File: src/rtl/acl_pkg.sv
// Package for the associative cache metadata controller.
// Holds sizes, operation and status codes, and the structs shared by the RTL modules.
// No dependencies.
package acl_pkg;

  localparam int ENTRIES = 16;
  localparam int IDX_W   = $clog2(ENTRIES);
  localparam int TAG_W   = 64;
  localparam int STAMP_W = 32;
  localparam int SIZE_W  = 21;
  localparam int BSIZE_W = 24;
  localparam int SLOT_W  = 4;
  localparam int OP_W    = 2;
  localparam int STAT_W  = 3;

  localparam logic [SIZE_W-1:0] MAX_SIZE_RST = SIZE_W'(4096);

  typedef logic [IDX_W-1:0]   idx_t;
  typedef logic [SLOT_W-1:0]  slot_t;
  typedef logic [TAG_W-1:0]   tag_t;
  typedef logic [STAMP_W-1:0] stamp_t;
  typedef logic [SIZE_W-1:0]  size_t;

  typedef enum logic [OP_W-1:0] {
    OP_LOOKUP    = 2'd0,
    OP_INVAL     = 2'd1,
    OP_INVAL_ALL = 2'd2
  } op_t;

  typedef enum logic [STAT_W-1:0] {
    ST_HIT         = 3'd0,
    ST_FILLED      = 3'd1,
    ST_NOT_CACHED  = 3'd2,
    ST_INVALIDATED = 3'd3,
    ST_NOT_FOUND   = 3'd4,
    ST_ALL_CLEARED = 3'd5
  } status_t;

  // One stored entry of the metadata memory.
  typedef struct packed {
    tag_t   tag;
    stamp_t stamp;
    size_t  size;
  } meta_t;

  // Outcome of a full pass over the entries.
  typedef struct packed {
    logic  hit;
    idx_t  hit_idx;
    size_t hit_size;
    logic  free;
    idx_t  free_idx;
    logic  evict;
    idx_t  evict_idx;
  } scan_res_t;

endpackage

File: src/rtl/acl_meta_ram.sv
// Metadata memory: tag, access stamp and size for every entry.
// One write port, one read port, read data registered. Uses acl_pkg.
module acl_meta_ram
  import acl_pkg::*;
(
  input  logic  clk,
  input  logic  we,
  input  idx_t  waddr,
  input  meta_t wdata,
  input  logic  re,
  input  idx_t  raddr,
  output meta_t rdata
);

  meta_t mem [ENTRIES];

  always_ff @(posedge clk) begin
    if (we) begin
      mem[waddr] <= wdata;
    end
  end

  always_ff @(posedge clk) begin
    if (re) begin
      rdata <= mem[raddr];
    end
  end

endmodule

File: src/rtl/acl_scan.sv
// Scan unit: checks one entry per cycle as it comes out of the metadata memory.
// Tracks the first tag match, the first free entry and the oldest evictable entry.
// Uses acl_pkg.
module acl_scan
  import acl_pkg::*;
(
  input  logic               clk,
  input  logic               rst,
  input  logic               start,
  input  tag_t               start_tag,
  input  stamp_t             start_now,
  input  logic               issue,
  input  idx_t               issue_idx,
  input  logic [ENTRIES-1:0] entry_valid,
  input  meta_t              rd_data,
  output scan_res_t          res
);

  logic   chk_vld;
  idx_t   chk_idx;
  tag_t   req_tag;
  stamp_t oldest;
  logic   chk_v;

  // The read data of the entry issued last cycle is valid now.
  always_ff @(posedge clk) begin
    if (rst) begin
      chk_vld <= 1'b0;
    end else begin
      chk_vld <= issue;
    end
  end

  always_ff @(posedge clk) begin
    if (issue) begin
      chk_idx <= issue_idx;
    end
  end

  assign chk_v = entry_valid[chk_idx];

  always_ff @(posedge clk) begin
    if (start) begin
      req_tag   <= start_tag;
      oldest    <= start_now;
      res.hit   <= 1'b0;
      res.free  <= 1'b0;
      res.evict <= 1'b0;
    end else if (chk_vld) begin
      if (chk_v && (rd_data.tag == req_tag) && !res.hit) begin
        res.hit      <= 1'b1;
        res.hit_idx  <= chk_idx;
        res.hit_size <= rd_data.size;
      end
      if (!chk_v && !res.free) begin
        res.free     <= 1'b1;
        res.free_idx <= chk_idx;
      end
      // A later entry with an equal stamp takes over, so ties go to the last index.
      if (rd_data.stamp <= oldest) begin
        oldest        <= rd_data.stamp;
        res.evict     <= 1'b1;
        res.evict_idx <= chk_idx;
      end
    end
  end

endmodule

File: src/rtl/assoc_cache_lru_timestamp.sv
// Fully associative cache metadata controller with timestamp LRU eviction.
// Cacheable lookup and tag invalidation first read every entry from the memory in SCAN,
// check the last read data in LAST, and then decide and load the result in DECIDE.
// Other requests go straight to DECIDE. One transaction at a time: in_ready returns
// the cycle after the result is loaded, and the decision waits while an older result is held.
// Synchronous active-high reset clears state, valid bits, out_valid; max_entry_size = 4096.
module assoc_cache_lru_timestamp
  import acl_pkg::*;
(
  input  logic                 clk,
  input  logic                 rst,
  // Configuration port
  input  logic                 cfg_wr_en,
  input  logic [SIZE_W-1:0]    cfg_wr_data,
  // Request channel
  input  logic                 in_valid,
  output logic                 in_ready,
  input  logic [OP_W-1:0]      op,
  input  logic [TAG_W-1:0]     tag,
  input  logic                 cacheable,
  input  logic [STAMP_W-1:0]   now,
  input  logic                 backing_open_ok,
  input  logic [BSIZE_W-1:0]   backing_size,
  input  logic                 backing_read_ok,
  // Result channel
  output logic                 out_valid,
  input  logic                 out_ready,
  output logic [STAT_W-1:0]    status,
  output logic [SLOT_W-1:0]    slot,
  output logic [SIZE_W-1:0]    entry_bytes
);

  // The controller walks through these states for each transaction. IDLE waits for a
  // request, SCAN issues one memory read per entry, LAST checks the final read data,
  // and DECIDE applies the update and loads the result register. Requests that need no scan go straight to DECIDE.
  typedef enum logic [3:0] {
    S_IDLE   = 4'b0001,
    S_SCAN   = 4'b0010,
    S_LAST   = 4'b0100,
    S_DECIDE = 4'b1000
  } state_t;

  state_t state;
  state_t state_next;

  size_t max_entry_size;

  // Registered request.
  logic [OP_W-1:0]    req_op;
  tag_t               req_tag;
  logic               req_cacheable;
  stamp_t             req_now;
  logic               req_open_ok;
  logic [BSIZE_W-1:0] req_bsize;
  logic               req_read_ok;

  logic [ENTRIES-1:0] entry_valid;
  logic [ENTRIES-1:0] entry_valid_next;

  idx_t      rd_idx;
  logic      rd_en;
  meta_t     rd_data;
  scan_res_t scan_res;

  logic      accept;
  logic      needs_scan;
  logic      fire;

  logic      mem_we;
  idx_t      mem_waddr;
  meta_t     mem_wdata;
  status_t   res_status;
  idx_t      res_idx;
  size_t     res_bytes;
  idx_t      claim_idx;
  logic      claim_any;

  assign in_ready = (state == S_IDLE);
  assign accept   = in_valid && in_ready;

  // Only a cacheable lookup or tag invalidation needs to look at the stored entries.
  assign needs_scan = cacheable && ((op == OP_LOOKUP) || (op == OP_INVAL));

  // The result register must be free before a decision is committed.
  assign fire = (state == S_DECIDE) && (!out_valid || out_ready);

  assign rd_en = (state == S_SCAN);

  always_ff @(posedge clk) begin
    if (rst) begin
      max_entry_size <= MAX_SIZE_RST;
    end else if (cfg_wr_en) begin
      max_entry_size <= cfg_wr_data;
    end
  end

  always_ff @(posedge clk) begin
    if (accept) begin
      req_op        <= op;
      req_tag       <= tag;
      req_cacheable <= cacheable;
      req_now       <= now;
      req_open_ok   <= backing_open_ok;
      req_bsize     <= backing_size;
      req_read_ok   <= backing_read_ok;
    end
  end

  always_comb begin
    state_next = state;
    unique case (state)
      S_IDLE: begin
        if (accept) begin
          state_next = needs_scan ? S_SCAN : S_DECIDE;
        end
      end
      S_SCAN: begin
        if (rd_idx == idx_t'(ENTRIES - 1)) begin
          state_next = S_LAST;
        end
      end
      S_LAST: begin
        state_next = S_DECIDE;
      end
      S_DECIDE: begin
        if (fire) begin
          state_next = S_IDLE;
        end
      end
      default: begin
        state_next = S_IDLE;
      end
    endcase
  end

  always_ff @(posedge clk) begin
    if (rst) begin
      state  <= S_IDLE;
      rd_idx <= '0;
    end else begin
      state <= state_next;
      if (accept) begin
        rd_idx <= '0;
      end else if (rd_en) begin
        rd_idx <= rd_idx + idx_t'(1);
      end
    end
  end

  // The metadata memory is only written when the decision is committed, so the scan of a
  // transaction never sees a partial update from its own intermediate results.
  acl_meta_ram u_meta_ram (
    .clk   (clk),
    .we    (mem_we && fire),
    .waddr (mem_waddr),
    .wdata (mem_wdata),
    .re    (rd_en),
    .raddr (rd_idx),
    .rdata (rd_data)
  );

  acl_scan u_scan (
    .clk         (clk),
    .rst         (rst),
    .start       (accept),
    .start_tag   (tag),
    .start_now   (now),
    .issue       (rd_en),
    .issue_idx   (rd_idx),
    .entry_valid (entry_valid),
    .rd_data     (rd_data),
    .res         (scan_res)
  );

  // A miss prefers the lowest free entry; only when every entry is in use does it
  // fall back to the oldest stamp that is not later than the request time.
  assign claim_any = scan_res.free || scan_res.evict;
  assign claim_idx = scan_res.free ? scan_res.free_idx : scan_res.evict_idx;

  always_comb begin
    entry_valid_next = entry_valid;
    mem_we           = 1'b0;
    mem_waddr        = claim_idx;
    mem_wdata.tag    = req_tag;
    mem_wdata.stamp  = req_now;
    mem_wdata.size   = req_bsize[SIZE_W-1:0];
    res_status       = ST_NOT_FOUND;
    res_idx          = '0;
    res_bytes        = '0;
    unique case (req_op)
      OP_LOOKUP: begin
        res_status = ST_NOT_CACHED;
        if (req_cacheable) begin
          if (scan_res.hit) begin
            // A hit only refreshes the stamp; tag and size are written back unchanged.
            mem_we         = 1'b1;
            mem_waddr      = scan_res.hit_idx;
            mem_wdata.size = scan_res.hit_size;
            res_status     = ST_HIT;
            res_idx        = scan_res.hit_idx;
            res_bytes      = scan_res.hit_size;
          end else begin
            // An evicted entry is dropped even if the fill does not happen.
            if (!scan_res.free && scan_res.evict) begin
              entry_valid_next[scan_res.evict_idx] = 1'b0;
            end
            if (claim_any && req_open_ok &&
                (req_bsize <= BSIZE_W'(max_entry_size))) begin
              entry_valid_next[claim_idx] = 1'b1;
              mem_we = 1'b1;
              // The entry stays filled after a failed read, but the request reports
              // that nothing was cached.
              if (req_read_ok) begin
                res_status = ST_FILLED;
                res_idx    = claim_idx;
                res_bytes  = req_bsize[SIZE_W-1:0];
              end
            end
          end
        end
      end
      OP_INVAL: begin
        if (req_cacheable && scan_res.hit) begin
          entry_valid_next[scan_res.hit_idx] = 1'b0;
          res_status = ST_INVALIDATED;
          res_idx    = scan_res.hit_idx;
        end
      end
      OP_INVAL_ALL: begin
        entry_valid_next = '0;
        res_status       = ST_ALL_CLEARED;
      end
      default: begin
        res_status = ST_NOT_FOUND;
      end
    endcase
  end

  always_ff @(posedge clk) begin
    if (rst) begin
      entry_valid <= '0;
    end else if (fire) begin
      entry_valid <= entry_valid_next;
    end
  end

  // Result register. It holds a finished result until the consumer takes it, while
  // the controller already goes back to accept the next request.
  always_ff @(posedge clk) begin
    if (rst) begin
      out_valid <= 1'b0;
    end else if (fire) begin
      out_valid <= 1'b1;
    end else if (out_ready) begin
      out_valid <= 1'b0;
    end
  end

  always_ff @(posedge clk) begin
    if (fire) begin
      status      <= res_status;
      slot        <= slot_t'(res_idx);
      entry_bytes <= res_bytes;
    end
  end

  // A match found by the scan must point at a valid entry.
  a_hit_valid : assert property (@(posedge clk) disable iff (rst)
    (state == S_DECIDE && req_cacheable && scan_res.hit) |-> entry_valid[scan_res.hit_idx])
    else $error("scan reported a match on an invalid entry");

  // A fill leaves the claimed entry valid.
  a_fill_valid : assert property (@(posedge clk) disable iff (rst)
    (fire && res_status == ST_FILLED) |=> entry_valid[$past(res_idx)])
    else $error("filled entry is not valid");

  // An invalidation leaves the entry invalid.
  a_inval_clear : assert property (@(posedge clk) disable iff (rst)
    (fire && res_status == ST_INVALIDATED) |=> !entry_valid[$past(res_idx)])
    else $error("invalidated entry is still valid");

  // A new result only appears out of the decision state.
  a_result_src : assert property (@(posedge clk) disable iff (rst)
    $rose(out_valid) |-> $past(state == S_DECIDE))
    else $error("result appeared outside the decision state");

endmodule
File: config.mk
export PLATFORM = sky130hd
export DESIGN_NAME = assoc_cache_lru_timestamp
export DESIGN_NICKNAME = d
export VERILOG_FILES = /design/src/rtl/acl_pkg.sv /design/src/rtl/acl_meta_ram.sv /design/src/rtl/acl_scan.sv /design/src/rtl/assoc_cache_lru_timestamp.sv
export SDC_FILE = /design/constraint.sdc
export NUM_CORES = 2
export LEC_CHECK = 0
export BUFFER_PORTS_ARGS = -buffer_cell sky130_fd_sc_hd__buf_4
export CAP_MARGIN = 20
export CORE_MARGIN = 3
export CORE_UTILIZATION = 50
export DETAILED_ROUTE_END_ITERATION = 12
export PLACE_DENSITY = 0.68
export SLEW_MARGIN = 10
export SYNTH_ARGS = -nofsm -noshare
export SYNTH_HDL_FRONTEND = slang
export SYNTH_SLANG_ARGS = --single-unit
export TNS_END_PERCENT = 50
File: constraint.sdc
create_clock -name clk -period 16.8 [get_ports clk]
set_input_delay 5.04 -clock clk [delete_from_list [all_inputs] [get_ports clk]]
set_output_delay 5.04 -clock clk [all_outputs]
set_load 0.005 [all_outputs]
==> impl_table.tex <==
\begin{tabular}{lr}
\hline
Metric & Value \\
\hline
\multicolumn{2}{l}{\textbf{Flow run}} \\
Max-cap violations & 0 \\
\multicolumn{2}{l}{\textbf{Place}} \\
Pre-CTS setup slack & just over 8000 ps \\
Detailed Place HPWL & just over 90000 um \\
Quantity of I/O buffers inserted on ports & 180 \\
Final RePlAce weighted congestion & approximately 0.81 \\
Number of cells after detailed placement & between 6000 and 7000 \\
\multicolumn{2}{l}{\textbf{Clocking}} \\
\# Post-CTS Setup Buffers & 0 \\
Worst skew pair latency & between 800 and 900 ps \\
Maximum number of buffers from clock root to sink & 3 \\
Total clock buffers created by CTS & around 220 \\
Clk Tree Root Cell & clkbuf\_16 \\
Number of clock sinks & around 2300 \\
CTS HTree Levels & 4 \\
Number of hold-repair buffers added at the cts stage & 0 \\
Post-CTS sizing & 0 \\
CTS clock-pin slew for the worst setup and hold paths & approximately 60 ps \\
CTS tree & done \\
\multicolumn{2}{l}{\textbf{Cells and area}} \\
Share of the core filled with cells in the final layout & between 50\% and 60\% \\
Final \#Nets & around 4400 \\
Synthesis-to-layout area growth & 13.0\% \\
Most frequent standard cell in the layout excluding fill and tap cells & edfxtp\_1 \\
Layout cells sized above 1 & 27.4\% \\
Highest-count cells in the layout ignoring fill and taps & edfxtp\_1, mux4\_2, buf\_4 \\
Count of placed standard cells in the final layout, fillers left out & about 6700 \\
\multicolumn{2}{l}{\textbf{Synthesis}} \\
Nets in the synthesized netlist & $\sim$4100 \\
Post-synthesis area per instance & 22.4 sq um \\
Synth async-reset ratio & 0\% \\
Number of distinct library cell variants in the gate-level netlist after synthesis & 67 \\
Register bit count reported by yosys & $\sim$2300 \\
Post-synthesis cell count & around 3900 \\
Post-synthesis instance area & around 86000 sq um \\
Fraction of the yosys area taken by sequential cells & 77.9\% \\
Post-synth EDFFs & about 2200 \\
Yosys warns & 0 \\
Most instantiated flip-flop cell in the synthesis netlist & edfxtp\_1 \\
\multicolumn{2}{l}{\textbf{Global route}} \\
Maximum number of pins on one net before global-route repair & approximately 160 \\
Remaining global-route overflow & 0 \\
Global-route wire length before repair & $\sim$280000 um \\
Vias in the first global route & 40933 \\
Global router's overall resource usage & between 20\% and 30\% \\
Antenna violations before repair & 2 \\
\multicolumn{2}{l}{\textbf{Floorplan}} \\
Row count & about 150 \\
Area of the die & approximately 180000 sq um \\
Number of placed I/O pins & 181 \\
Core area & $\sim$170000 sq um \\
Effective utilization at floorplan & 50.4\% \\
Die H & 422 um \\
Width of the die & $\sim$420 um \\
\multicolumn{2}{l}{\textbf{Timing}} \\
Transition time at the pin with the least slew margin & $\sim$1100 ps \\
Setup slack of the critical path after layout & 8960 ps \\
F\_max & 128 MHz \\
Setup repair after global routing missed its margin & no \\
Final setup viols & 0 \\
Worst setup skew after layout & $\sim$47 ps \\
Max-slew headroom & 26.3\% \\
Period utilization & a little under half \\
Crit path time final & between 7000 and 8000 ps \\
Endpoints failing hold & 0 \\
Slew Limit Fails & 0 \\
\multicolumn{2}{l}{\textbf{Route}} \\
Vias per Instance & 6.02 \\
Antenna Violating Nets Remaining & 0 \\
Drt total wl & approximately 190000 um \\
Residual DRC & 0 \\
Drt pass-1 iters & 5 \\
Vias post-DR & approximately 40000 \\
Wire per inst & about 28 um \\
Drt first-iter violations & about 4600 \\
\multicolumn{2}{l}{\textbf{Critical path}} \\
Largest fanout on the critical path & 53 \\
CP endpoint kind & flop \\
Worst Path Arrival & 8270 ps \\
Register-to-Register Setup Slack & about 12000 ps \\
CP Class & input port to flop \\
Data required time at the worst endpoint & between 15000 and 20000 ps \\
Startpoint type of the worst setup path & input port \\
\multicolumn{2}{l}{\textbf{Power and ir drop}} \\
Power density cells & 116 nW/um\^{}2 \\
Leakage power total & approximately 30 nW \\
Worst voltage drop across the vdd grid & 0.105 mV \\
\multicolumn{2}{l}{\textbf{Worst hold path}} \\
Class of the tightest hold or removal check & flop to flop \\
\multicolumn{2}{l}{\textbf{Outcome}} \\
Outcome & complete, no violations \\
\hline
\end{tabular}
-- cell families (layout without fill, tap and decap cells) --
kind of cell               Yosys count  in the layout  share of synthesized area (%)
xor gates and xnor gates            50             50                          0.506
adders and majority gates           58             58                          0.839
buffers and inverters              267            758                           1.26
DFF                               2261           2261                           77.9
AOI/OAI and AO/OA                  226            226                           1.67
and+or+nand+nor                    386            386                           2.12
other                                0              2                              0
muxes                              617            617                           15.7
-- synthesized netlist by cell type, types with 3 or more instances --
cell type / number / area (sq um)
edfxtp_1: 2211 / 66400
a2111oi_0: 4 / 35.0
or2_2: 3 / 18.8
and2_1: 3 / 18.8
buf_2: 60 / 300
o31a_1: 12 / 105
xor2_1: 28 / 245
a211oi_1: 8 / 60.1
nor2b_1: 25 / 156
mux2i_1: 27 / 270
ha_1: 58 / 726
a31oi_1: 6 / 37.5
o21ai_1: 10 / 50.1
o211ai_1: 4 / 30.0
nor4_1: 25 / 156
a21oi_1: 29 / 145
o21a_1: 14 / 105
and4_1: 3 / 26.3
o41ai_1: 3 / 26.3
or3_1: 3 / 18.8
o311ai_0: 10 / 87.6
dfxtp_1: 50 / 1000
nor2_1: 44 / 165
o31ai_1: 3 / 22.5
clkbuf_1: 107 / 402
nand2b_1: 14 / 87.6
o21ai_0: 91 / 455
inv_1: 92 / 345
nor3_1: 17 / 85.1
nand3_1: 10 / 50.1
nand4_1: 16 / 100
buf_1: 5 / 18.8
nand4b_1: 3 / 26.3
nor3b_1: 4 / 30.0
a21o_1: 8 / 60.1
and3_1: 3 / 18.8
mux4_2: 590 / 13300
nand2_1: 201 / 754
xnor2_1: 22 / 193
or4_1: 5 / 37.5
-- power breakdown --
part | internal [mW] | switching (mW) | leakage [nW]
clock | 2.59 | 2.04 | 3.30
sequential | 6.33 | 0.125 | 20.3
combinational | 0.106 | 0.183 | 6.55
-- registers in the layout, summed over array words and instances, names as in the netlist, 2 cells and up --
register	count
u_meta_ram.mem	1872
u_meta_ram.rdata	117
u_scan.req_tag	64
u_scan.res	36
req_now	32
u_scan.oldest	32
req_bsize	24
entry_bytes	21
max_entry_size	21
entry_valid	16
rd_idx	4
slot	4
state	4
u_scan.chk_idx	4
status	3
req_op	2
-- critical path, cell delays in order --
cell and delay [ps]:
buf_4 80, nor2b_1 50, nand2b_1 150, buf_4 220, nor2_1 230, nand2_1 310, nor4_2 370, buf_4 890
buf_4 860
-- per-stage QoR --
step / hold WS, ps / cell area, sq um / power [mW] / setup TNS (ps)
after floorplan: 400 / 86500 / 6.68 / -1712380
after global placement: 403 / 90900 / 6.85 / 0
after detailed placement: 410 / 90900 / 6.87 / 0
after CTS: 424 / 97700 / 11.5 / 0
after global routing: 426 / 97700 / 11.7 / 0
final: 420 / 97800 / 11.4 / 0
-- layer usage --
layer / vias to the layer above / GRT usage (%) / part of all wire [%] / wire length (um)
li1: 16782 / - / - / -
met1: 21438 / 31.0 / 43 / 79500
met2: 1652 / 32.7 / 47 / 88400
met3: 263 / 4.29 / 7.7 / 14300
met4: 0 / 5.36 / 2.2 / 4190
met5: - / 0 / 0 / 0
-- final timing paths --
kind / startpoint / to / cells past startpoint
max: out_ready / u_meta_ram.mem[8][55] / 9
max reg2reg: rd_idx[0] / u_meta_ram.rdata[110] / 5
min reg2reg: u_meta_ram.rdata[2] / u_scan.res[12] / 0
min: u_meta_ram.rdata[2] / u_scan.res[12] / 0
-- final cells by class --
class / instances / area, sq um
fillers: 12319 / 74000
repair buffers: 269 / 2190
diodes: 2 / 5.00
inverters: 92 / 353
clock buffers: 271 / 5710
multi-input cells: 1337 / 18100
flip-flops and latches: 2261 / 67400
well taps: 2310 / 2890
clock inverters: 126 / 1060
No activity file was read; power rests on OpenSTA's default activity.
